--- src/rtl/core/vhrc_pkg.sv ---
package vhrc_pkg;

    localparam int DEF_ENTRIES      = 1024;
    localparam int DEF_VALUE_DOMAIN = 1024;

    localparam logic [1:0] REQ_LOAD   = 2'd0;
    localparam logic [1:0] REQ_CHANGE = 2'd1;
    localparam logic [1:0] REQ_QUERY  = 2'd2;

    // status from the tree engine back to the front end
    typedef struct packed {
        logic clearing;
        logic pop;
    } vhrc_back_stat_t;

endpackage

--- src/rtl/core/vhrc_front.sv ---
module vhrc_front
    import vhrc_pkg::*;
#(
    parameter int ENTRIES      = DEF_ENTRIES,
    parameter int VALUE_DOMAIN = DEF_VALUE_DOMAIN,
    localparam int EW = $clog2(ENTRIES),
    localparam int VW = $clog2(VALUE_DOMAIN),
    localparam int NW = VW + 1,
    localparam int LW = NW + 1
) (
    input  logic            clk,
    input  logic            rst_n,
    input  logic            req_valid,
    output logic            req_stall,
    input  logic [1:0]      req_type,
    input  logic [EW-1:0]   entry_index,
    input  logic [VW-1:0]   new_value,
    input  logic [VW-1:0]   range_low,
    input  logic [VW-1:0]   range_high,
    input  vhrc_back_stat_t stat,
    output logic            cmd_valid,
    output logic            cmd_query,
    output logic [EW-1:0]   cmd_idx,
    output logic [VW-1:0]   cmd_val,
    output logic [LW-1:0]   cmd_l,
    output logic [LW-1:0]   cmd_r
);

    logic            q_query_reg [2];
    logic [EW-1:0]   q_idx_reg [2];
    logic [VW-1:0]   q_val_reg [2];
    logic [LW-1:0]   q_l_reg [2];
    logic [LW-1:0]   q_r_reg [2];
    logic            rd_ptr_reg, rd_ptr_next;
    logic            wr_ptr_reg, wr_ptr_next;
    logic [1:0]      cnt_reg, cnt_next;

    logic            is_upd, is_query, keep, push, nonempty;
    logic [VW-1:0]   hi_clamp;
    logic [LW-1:0]   l_calc, r_calc;

    always_comb
    begin
        is_upd   = (req_type == REQ_LOAD) || (req_type == REQ_CHANGE);
        is_query = (req_type == REQ_QUERY);
        keep     = is_query ||
                   (is_upd && ({1'b0, entry_index} < (EW+1)'(ENTRIES)) &&
                    ({1'b0, new_value} < (VW+1)'(VALUE_DOMAIN)));
        nonempty = (range_low <= range_high) &&
                   ({1'b0, range_low} < (VW+1)'(VALUE_DOMAIN));
        hi_clamp = ({1'b0, range_high} >= (VW+1)'(VALUE_DOMAIN)) ?
                   VW'(VALUE_DOMAIN - 1) : range_high;
        // empty range collapses to l == r so the walk ends at once
        l_calc   = nonempty ? (LW'(range_low) + LW'(VALUE_DOMAIN)) : '0;
        r_calc   = nonempty ? (LW'(hi_clamp) + LW'(VALUE_DOMAIN) + LW'(1)) : '0;
        req_stall = (cnt_reg == 2'd2) || stat.clearing;
        push      = req_valid && !req_stall && keep;
        rd_ptr_next = stat.pop ? ~rd_ptr_reg : rd_ptr_reg;
        wr_ptr_next = push ? ~wr_ptr_reg : wr_ptr_reg;
        cnt_next    = cnt_reg + (push ? 2'd1 : 2'd0) - (stat.pop ? 2'd1 : 2'd0);
    end

    always_ff @(posedge clk or negedge rst_n)
    begin
        if (!rst_n)
        begin
            rd_ptr_reg <= 1'b0;
            wr_ptr_reg <= 1'b0;
            cnt_reg    <= 2'd0;
        end
        else
        begin
            rd_ptr_reg <= rd_ptr_next;
            wr_ptr_reg <= wr_ptr_next;
            cnt_reg    <= cnt_next;
        end
    end

    always_ff @(posedge clk)
    begin
        if (push)
        begin
            q_query_reg[wr_ptr_reg] <= is_query;
            q_idx_reg[wr_ptr_reg]   <= entry_index;
            q_val_reg[wr_ptr_reg]   <= new_value;
            q_l_reg[wr_ptr_reg]     <= l_calc;
            q_r_reg[wr_ptr_reg]     <= r_calc;
        end
    end

    assign cmd_valid = (cnt_reg != 2'd0);
    assign cmd_query = q_query_reg[rd_ptr_reg];
    assign cmd_idx   = q_idx_reg[rd_ptr_reg];
    assign cmd_val   = q_val_reg[rd_ptr_reg];
    assign cmd_l     = q_l_reg[rd_ptr_reg];
    assign cmd_r     = q_r_reg[rd_ptr_reg];

endmodule

--- config.mk ---
export PLATFORM = sky130hd
export DESIGN_NAME = vhrc_front
export DESIGN_NICKNAME = d
export VERILOG_FILES = /design/src/rtl/core/vhrc_pkg.sv /design/src/rtl/core/vhrc_front.sv
export SDC_FILE = /design/constraint.sdc
export NUM_CORES = 1
export LEC_CHECK = 0
export ABC_AREA = 1
export BUFFER_PORTS_ARGS = -buffer_cell sky130_fd_sc_hd__clkbuf_2
export CAP_MARGIN = 20
export CORE_UTILIZATION = 49
export DETAILED_ROUTE_END_ITERATION = 12
export PLACE_DENSITY = 0.73
export RECOVER_POWER = 50
export SLEW_MARGIN = 20
export SYNTH_ARGS = -nofsm -noshare
export SYNTH_HDL_FRONTEND = slang
export SYNTH_SLANG_ARGS = --single-unit
--- constraint.sdc ---
create_clock -name clk -period 3.7 [get_ports clk]
set_input_delay 0.37 -clock clk [delete_from_list [all_inputs] [get_ports clk]]
set_output_delay 0.37 -clock clk [all_outputs]
set_load 0.02 [all_outputs]
==> results of run 1 <==
## critical path, cell delays in order (launching register included)
cell and delay [ns]:
dfrtp_2 1.08, mux2_2 0.46, clkbuf_2 0.16
## per-layer routing
| metal | part of all wire, % | global-route usage (%) |
|---|---|---|
| met3 | 7.0 | 5.56 |
| met5 | 0 | 0 |
| met2 | 47 | 29.1 |
| met4 | 0.98 | 6.06 |
| met1 | 45 | 23.0 |
## kinds of logic after synthesis
logic type	synth area share [%]
AO/OA/AOI/OAI	5.31
XOR/XNOR	1.88
adder cells (fa/ha/maj)	3.88
buffers and inverters	5.31
flip-flops	65.4
multiplexers	11.8
other	0.0894
AND/OR/NAND/NOR	6.35
## area by class of cell
type                    instances  area (µm²)  area share, %
flip-flops and latches         92        2740           56.5
clock inverters                 7         120           2.47
well taps                     105         131           2.71
repair buffers                 95         457           9.41
multi-input cells             144        1150           23.7
inverters                      34         128           2.63
clock buffers                   9         124           2.55
## power by group
group	leakage, nW	total (mW)	switching [mW]	internal [mW]
sequential	0.851	1.42	0.133	1.28
clock	0.122	0.802	0.350	0.452
combinational	0.967	0.866	0.492	0.375
total	1.94	3.08	0.974	2.11
## worst max path at each step
stage | startpoint | end | slack (ns)
CTS | rd_ptr_reg | cmd_r[6] | 1.22
detailed placement | range_high[9] | q_l_reg[0][1] | 1.61
floorplan | cnt_reg[1] | q_idx_reg[0][0] | 0.67
global placement | rd_ptr_reg | cmd_r[6] | 1.64
global route | cnt_reg[1] | q_l_reg[1][0] | 1.13
finish | rd_ptr_reg | cmd_r[6] | 1.28
## what timing repair did
item / CTS / global route
hold buffers: 1 / 0
buffers inserted: 0 / 0
hold endpoints to repair: 4 / 0
## cell usage after synthesis, drive strengths merged
cell	number	area, µm²
a21oi	25	208
buf	10	95.1
conb	1	3.75
dfrtp	4	100
edfxtp	88	2640
ha	13	163
inv	34	128
mux2	44	495
nand2	29	119
nand3	4	37.5
nand4	3	33.8
nor2	12	70.1
o21ai	3	15.0
or2	1	6.26
xnor2	3	26.3
xor2	6	52.6
## through the flow
stage,cells,instance area (µm²)
final,486,4850
after global routing,486,4850
after CTS,486,4980
after detailed placement,469,4720
after global placement,469,4720
after floorplan,280,4200
==> flow_summary.json, run 1 <==
{
  "worstMarginPinSlew_ns": 1.19,
  "ir_worst_vdd_mv": 0.255,
  "dieArea_um2": 8940,
  "setup_tns_ns": 0,
  "detail-route-antenna-nets": 0,
  "holdPathStages": 1,
  "final_cell_mix": "88 x edfxtp_1, 75 x clkbuf_2, 44 x mux2_2, 32 x inv_1, 25 x nand2_1",
  "r2r-start": "cnt_reg[1]",
  "cts_buffer_depth": 2,
  "fin_crit_ns": 2.42,
  "final_common_cell": "edfxtp_1",
  "setup_slack_ns": 1.28,
  "grt_pass1_vias": 2412,
  "cts_sinks": 92,
  "ios": 94,
  "maxSlewViolCount": 0,
  "fmax_ghz": 0.414,
  "dp_hpwl_um": 5170,
  "r2r_end": "q_l_reg[1][10]",
  "die_w_um": 94.5,
  "clk_pin_slew_ns": 0.10,
  "portBuffers": 92,
  "drt_wl_total_um": 7630,
  "clk_latency_ns": 0.36,
  "cap_violations": 0,
  "ys_seq_area_share_pct": 65.4,
  "min-delay-start": "entry_index[2]",
  "synthesis.instances": 280,
  "dp_slack_ns": 1.61,
  "syn_to_final_growth_pct": 15.7,
  "ys_seq_elements": 92,
  "n_fill_cell": 725,
  "placementRows": 33,
  "reg2regPathDepth": 4,
  "p_leak_nw": 1.94,
  "path_max_fanout": 45,
  "nNetsFinal": 436,
  "fin_util_pct": 58.8,
  "status": "complete, no violations",
  "dr.pass1.iters": 4,
  "fin_skew_ns": 0.0126,
  "power_mw": 3.08,
  "p_per_area_nw_per_um2": 635,
  "htreeDepth": 3,
  "ff2ff_setup_slack_ns": 1.35,
  "grt_util_all_layers_pct": 18.0,
  "overflow": 0,
  "synth_cell_types": 28,
  "viasPerCell": 5.02,
  "startpoint_type": "register",
  "place_congestion": 0.826,
  "cts_made_buffers": 9,
  "finalSetupViolations": 0,
  "fp.coreArea_um2": 8260,
  "finalHoldViolCount": 0,
  "drc": 0,
  "wl_per_cell_um": 15.7,
  "grt_max_degree": 46,
  "arrival_ns": 2.05,
  "critPathKind": "reg2out",
  "synth_nets": 340,
  "crit_path_end_kind": "primary output",
  "cts_tree": "yes",
  "rsz0062_at_grt": "false",
  "min_path_type": "in2reg",
  "initial_core_util_pct": 50.8,
  "cts_resized": 0,
  "whs_ns": 0.199,
  "cts_root_buf": "clkbuf_8",
  "ys_warn_count": 0,
  "synth_area_um2": 4200,
  "period_share_pct": 65.3,
  "dr.first_iter.drc_count": 84,
  "n_antenna_cell": 0,
  "grt_pass1_wl_um": 11700,
  "relSlewSlack_pct": 20.8,
  "die_h_um": 94.5,
  "layout-drive-gt1-share_pct": 39.4,
  "min_to": "q_idx_reg[0][2]",
  "required_ns": 3.33,
  "largest_reg_flops": 24,
  "vias": 2441,
  "avgSynthCellArea_um2": 15.0,
  "antenna_found_initial": 0
}
Power figures use the tool's default switching activity.
==> run 2, diff against run 1 <==
PLACE_DENSITY = 0.76   (was 0.73)
clock period = 2.2 ns   (was 3.7 ns; I/O delays follow)
==> run 2 against run 1 <==
Die area unchanged. Clock power up 42%. Global-route usage down 0.57 points. Sequential share of layout area down 0.16 points. Register-to-register slack worse by 1.0 ns. Combinational power up 91%. Hold slack worse by 0.15 ns. Clock skew down 0.0064 ns. Flip-flop and latch count unchanged. Largest cell class unchanged. Power up 62%. Via count up 1.1%.
==> flow_summary.json, run 2 (synthesized netlist as in run 1, its figures left out) <==
{
  "status": "complete, no violations",
  "grt_pass1_wl_um": 11500,
  "arrival_ns": 1.90,
  "nNetsFinal": 437,
  "htreeDepth": 3,
  "antenna_found_initial": 0,
  "n_fill_cell": 699,
  "placementRows": 33,
  "final_common_cell": "edfxtp_1",
  "finalHoldViolCount": 0,
  "n_antenna_cell": 0,
  "ff2ff_setup_slack_ns": 0.34,
  "critPathKind": "reg2reg",
  "grt_util_all_layers_pct": 17.4,
  "dieArea_um2": 8940,
  "viasPerCell": 5.07,
  "ios": 94,
  "layout-drive-gt1-share_pct": 38.7,
  "clk_pin_slew_ns": 0.09,
  "ir_worst_vdd_mv": 0.421,
  "cts_root_buf": "clkbuf_8",
  "die_h_um": 94.5,
  "grt_pass1_vias": 2412,
  "dr.first_iter.drc_count": 95,
  "required_ns": 2.24,
  "final_cell_mix": "88 x edfxtp_1, 70 x clkbuf_2, 44 x mux2_2, 32 x inv_1, 26 x nand2_1",
  "dp_hpwl_um": 5110,
  "period_share_pct": 84.5,
  "min-delay-start": "entry_index[2]",
  "die_w_um": 94.5,
  "cts_sinks": 92,
  "switching_share_pct": 32.9,
  "drc": 0,
  "combPwrFrac_pct": 33.0,
  "crit_slowest_cell": "dfrtp_1",
  "p_int_mw": 3.36,
  "overflow": 0,
  "r2r_end": "q_query_reg[1]",
  "p_sw_mw": 1.65,
  "fp.coreArea_um2": 8260,
  "fin_util_pct": 59.0,
  "vias": 2469,
  "grt_max_degree": 46,
  "cap_violations": 0,
  "reg2regPathDepth": 4,
  "p_seq_share_pct": 44.2,
  "place_congestion": 0.812,
  "setup_slack_ns": 0.340,
  "dp_slack_ns": 0.272,
  "finalSetupViolations": 0,
  "p_leak_nw": 1.93,
  "syn_to_final_growth_pct": 16.0,
  "cpPeakStageDelay_ns": 0.41,
  "fin_skew_ns": 0.00617,
  "initial_core_util_pct": 50.8,
  "wl_per_cell_um": 15.3,
  "drt_wl_total_um": 7460,
  "r2r-start": "cnt_reg[1]",
  "detail-route-antenna-nets": 0,
  "fmax_ghz": 0.538,
  "holdPathStages": 1,
  "min_to": "q_idx_reg[1][2]",
  "setup_tns_ns": 0,
  "path_max_fanout": 37,
  "whs_ns": 0.0510,
  "post_dp_cell_area_um2": 4770,
  "crit_path_end_kind": "register",
  "rsz0062_at_grt": "false",
  "clockPowerShare_pct": 22.8,
  "dr.pass1.iters": 4,
  "path_cells": "a21oi_1 -> nand3_1 -> nor2_4 -> buf_12",
  "cts_made_buffers": 9,
  "clk_latency_ns": 0.35,
  "largest_reg_flops": 24,
  "startpoint_type": "register",
  "final_area_um2": 4870,
  "cts_tree": "yes",
  "cts_buffer_depth": 2,
  "portBuffers": 92,
  "min_path_type": "in2reg",
  "p_per_area_nw_per_um2": 1030,
  "maxSlewViolCount": 0,
  "fin_crit_ns": 1.86
}
[run 2: worst max path at each step]
stage,cells after the start,slack (ns),startpoint,end
final,4,0.34,cnt_reg[1],q_query_reg[1]
after detailed placement,7,0.27,range_high[5],q_l_reg[0][1]
after global placement,7,0.33,range_high[5],q_r_reg[0][11]
after global routing,5,0.27,cnt_reg[0],q_l_reg[1][8]
after CTS,4,0.34,cnt_reg[1],q_r_reg[1][4]
after floorplan,3,-0.13,cnt_reg[1],q_idx_reg[0][0]
[run 2: final cells by class]
| cell class | instances | area [µm²] | area share, % |
|---|---|---|---|
| timing repair buffer | 96 | 503 | 10.3 |
| sequential | 92 | 2740 | 56.4 |
| clock inverter | 6 | 71.3 | 1.46 |
| tap | 105 | 131 | 2.70 |
| multi-input combinational | 144 | 1160 | 23.9 |
| clock buffer | 10 | 128 | 2.62 |
| inverter | 34 | 128 | 2.62 |
[run 2: routing by layer]
layer | GRT usage, % | routed length (µm)
met5 | 0 | 0
met1 | 22.7 | 3360
met3 | 3.30 | 436
met4 | 7.58 | 76
met2 | 28.5 | 3590
[run 2: power groups by stage]
stage / clock network, mW / registers (mW) / logic (mW)
after global placement: 0 / 2.24 / 1.70
after CTS: 1.17 / 2.22 / 1.72
final: 1.14 / 2.21 / 1.65
after floorplan: 0 / 2.23 / 1.24
after detailed placement: 0 / 2.26 / 1.71
after global routing: 1.23 / 2.23 / 1.79
[run 2: per-stage QoR]
stage	cells	power, mW
6_report	487	5.01
5_1_grt	487	5.26
4_1_cts	487	5.11
3_5_place_dp	470	3.97
3_3_place_gp	470	3.95
2_1_floorplan	280	3.47
[run 2: critical path: cells and delay by family (launching register included)]
family                 cells  cell delay, ns
flip-flops                 1            0.41
buffers and inverters      1            0.27
AND/OR/NAND/NOR            2            0.66
AO/OA/AOI/OAI              1            0.19
[run 2: timing repair]
| item | CTS | global route |
|---|---|---|
| endpoints found under the hold margin | 4 | 0 |
| resized for setup | 0 | 0 |
| hold buffers | 1 | 0 |
| buffers inserted | 0 | 0 |
==> run 3, diff against run 2 <==
clock period = 1.5 ns   (was 2.2 ns; I/O delays follow)
==> run 3 against run 2 <==
The run now ends with negative setup slack left. Core utilization increased by 7.3 points. Routed wire length grew 6.9%. Critical path depth down 1. Via count grew 6.4%. Flip-flop and latch count unchanged. Global-route usage is 0.86 points higher. Final area rose by 12%. Clock power increased by 24%. Final cell count increased by 9.0%. Sequential share of layout area is 6.2 points lower. Critical endpoint is now cmd_r[6].
==> flow_summary.json, run 3 (synthesized netlist as in run 1, its figures left out) <==
{
  "dp.cells": 489,
  "arrival_ns": 1.50,
  "p_sw_mw": 2.50,
  "p_int_mw": 5.14,
  "grt_pass1_wl_um": 12000,
  "place_congestion": 0.835,
  "period_share_pct": 110,
  "n_antenna_cell": 0,
  "violations": "negative setup slack",
  "cts_buffer_depth": 2,
  "largest_reg_flops": 24,
  "finalSetupViolations": 52,
  "drt_wl_total_um": 7970,
  "maxSlewViolCount": 0,
  "setup_slack_ns": -0.147,
  "syn_to_final_growth_pct": 30.5,
  "htreeDepth": 3,
  "required_ns": 1.35,
  "cts_made_buffers": 9,
  "switching_share_pct": 32.7,
  "portBuffers": 92,
  "dp_hpwl_um": 5350,
  "cts_sinks": 92,
  "cts_root_buf": "clkbuf_8",
  "ir_worst_vdd_mv": 0.721,
  "clk_pin_slew_ns": 0.08,
  "cts_tree": "yes",
  "p_per_area_nw_per_um2": 1400,
  "multiInputGateArea_um2": 1280,
  "n_fill_cell": 623,
  "fmax_ghz": 0.607,
  "final_area_um2": 5470,
  "rsz0062_at_grt": "true",
  "dr.pass1.iters": 4,
  "fin_skew_ns": 0.00507,
  "p_leak_nw": 2.18,
  "viasPerCell": 4.95,
  "layout-drive-gt1-share_pct": 46.0,
  "whs_ns": 0.0616,
  "critPathKind": "reg2out",
  "ios": 94,
  "post_dp_cell_area_um2": 5010,
  "path_max_fanout": 23,
  "die_w_um": 94.5,
  "p_seq_share_pct": 42.7,
  "initial_core_util_pct": 50.8,
  "startpoint_type": "register",
  "antenna_found_initial": 0,
  "fin_crit_ns": 1.65,
  "regArea_um2": 2740,
  "dr.first_iter.drc_count": 58,
  "cap_violations": 0,
  "combPwrFrac_pct": 38.8,
  "dieArea_um2": 8940,
  "grt_util_all_layers_pct": 18.3,
  "clk_latency_ns": 0.35,
  "overflow": 0,
  "clockPowerShare_pct": 18.5,
  "placementRows": 33,
  "detail-route-antenna-nets": 0,
  "final_cell_mix": "88 x edfxtp_1, 44 x clkbuf_2, 40 x mux2_2, 31 x inv_1, 25 x nand2_1",
  "crit_path_end_kind": "primary output",
  "fin_util_pct": 66.3,
  "final_common_cell": "edfxtp_1",
  "vias": 2627,
  "min_path_type": "in2reg",
  "dp_slack_ns": -0.0582,
  "grt_max_degree": 28,
  "fp.coreArea_um2": 8260,
  "wl_per_cell_um": 15.0,
  "nNetsFinal": 481,
  "die_h_um": 94.5,
  "layout.cells.non_filler": 531,
  "drc": 0,
  "finalHoldViolCount": 0,
  "grt_pass1_vias": 2617,
  "status": "complete, but fails checks"
}
run 3: power groups by stage:
stage / sequential (mW) / clock (mW) / combinational (mW)
detailed placement: 3.31 / 0 / 2.72
floorplan: 3.28 / 0 / 1.84
global placement: 3.30 / 0 / 2.68
finish: 3.26 / 1.41 / 2.96
CTS: 3.25 / 1.44 / 2.79
global route: 3.29 / 1.55 / 3.16
run 3: final cells by class:
| cell class | count | area share, % |
|---|---|---|
| Multi-Input combinational cell | 144 | 23.4 |
| Timing Repair Buffer | 140 | 18.8 |
| Clock inverter | 5 | 0.526 |
| Sequential cell | 92 | 50.1 |
| Inverter | 34 | 2.33 |
| Tap cell | 105 | 2.40 |
| Clock buffer | 11 | 2.40 |
run 3: worst max-delay path, cell delays in order, from the launching register on:
cell and delay (ns):
dfrtp_2 0.43, buf_12 0.19, mux2_2 0.37, clkbuf_2 0.16
run 3: layer usage:
layer / share of wire (%) / wire, µm / track usage, %
met1: 44 / 3510 / 23.0
met2: 50 / 3960 / 30.9
met3: 5.1 / 405 / 3.54
met4: 1.2 / 97 / 7.83
met5: 0 / 0 / 0
run 3: timing repair:
item                       in CTS  in global routing
hold endpoints to repair       41                  0
pin swaps                       2                  5
cloned                          0                  2
gates resized for setup         1                 53
setup buffers                   2                  2
setup endpoints to repair      80                102
hold buffers                   20                  0
run 3: worst paths after layout:
kind	from	to	slack (ns)	cells past startpoint
min in group asynchronous	rst_n	cnt_reg[1]	0.16	2
max in group asynchronous	rst_n	rd_ptr_reg	1.12	2
worst max-delay path	rd_ptr_reg	cmd_r[6]	-0.15	3
worst max register to register	cnt_reg[0]	q_l_reg[0][10]	-0.01	5
worst min register to register	cnt_reg[0]	cnt_reg[0]	0.67	2
worst min-delay path	new_value[3]	q_val_reg[0][3]	0.06	1
run 3: metrics by stage:
stage / TNS (ns) / power [mW]
2_1_floorplan: -27.92 / 5.11
4_1_cts: -6.32 / 7.49
6_report: -5.45 / 7.64
3_3_place_gp: -0.143 / 5.98
5_1_grt: -12.48 / 8.00
3_5_place_dp: -1.70 / 6.03
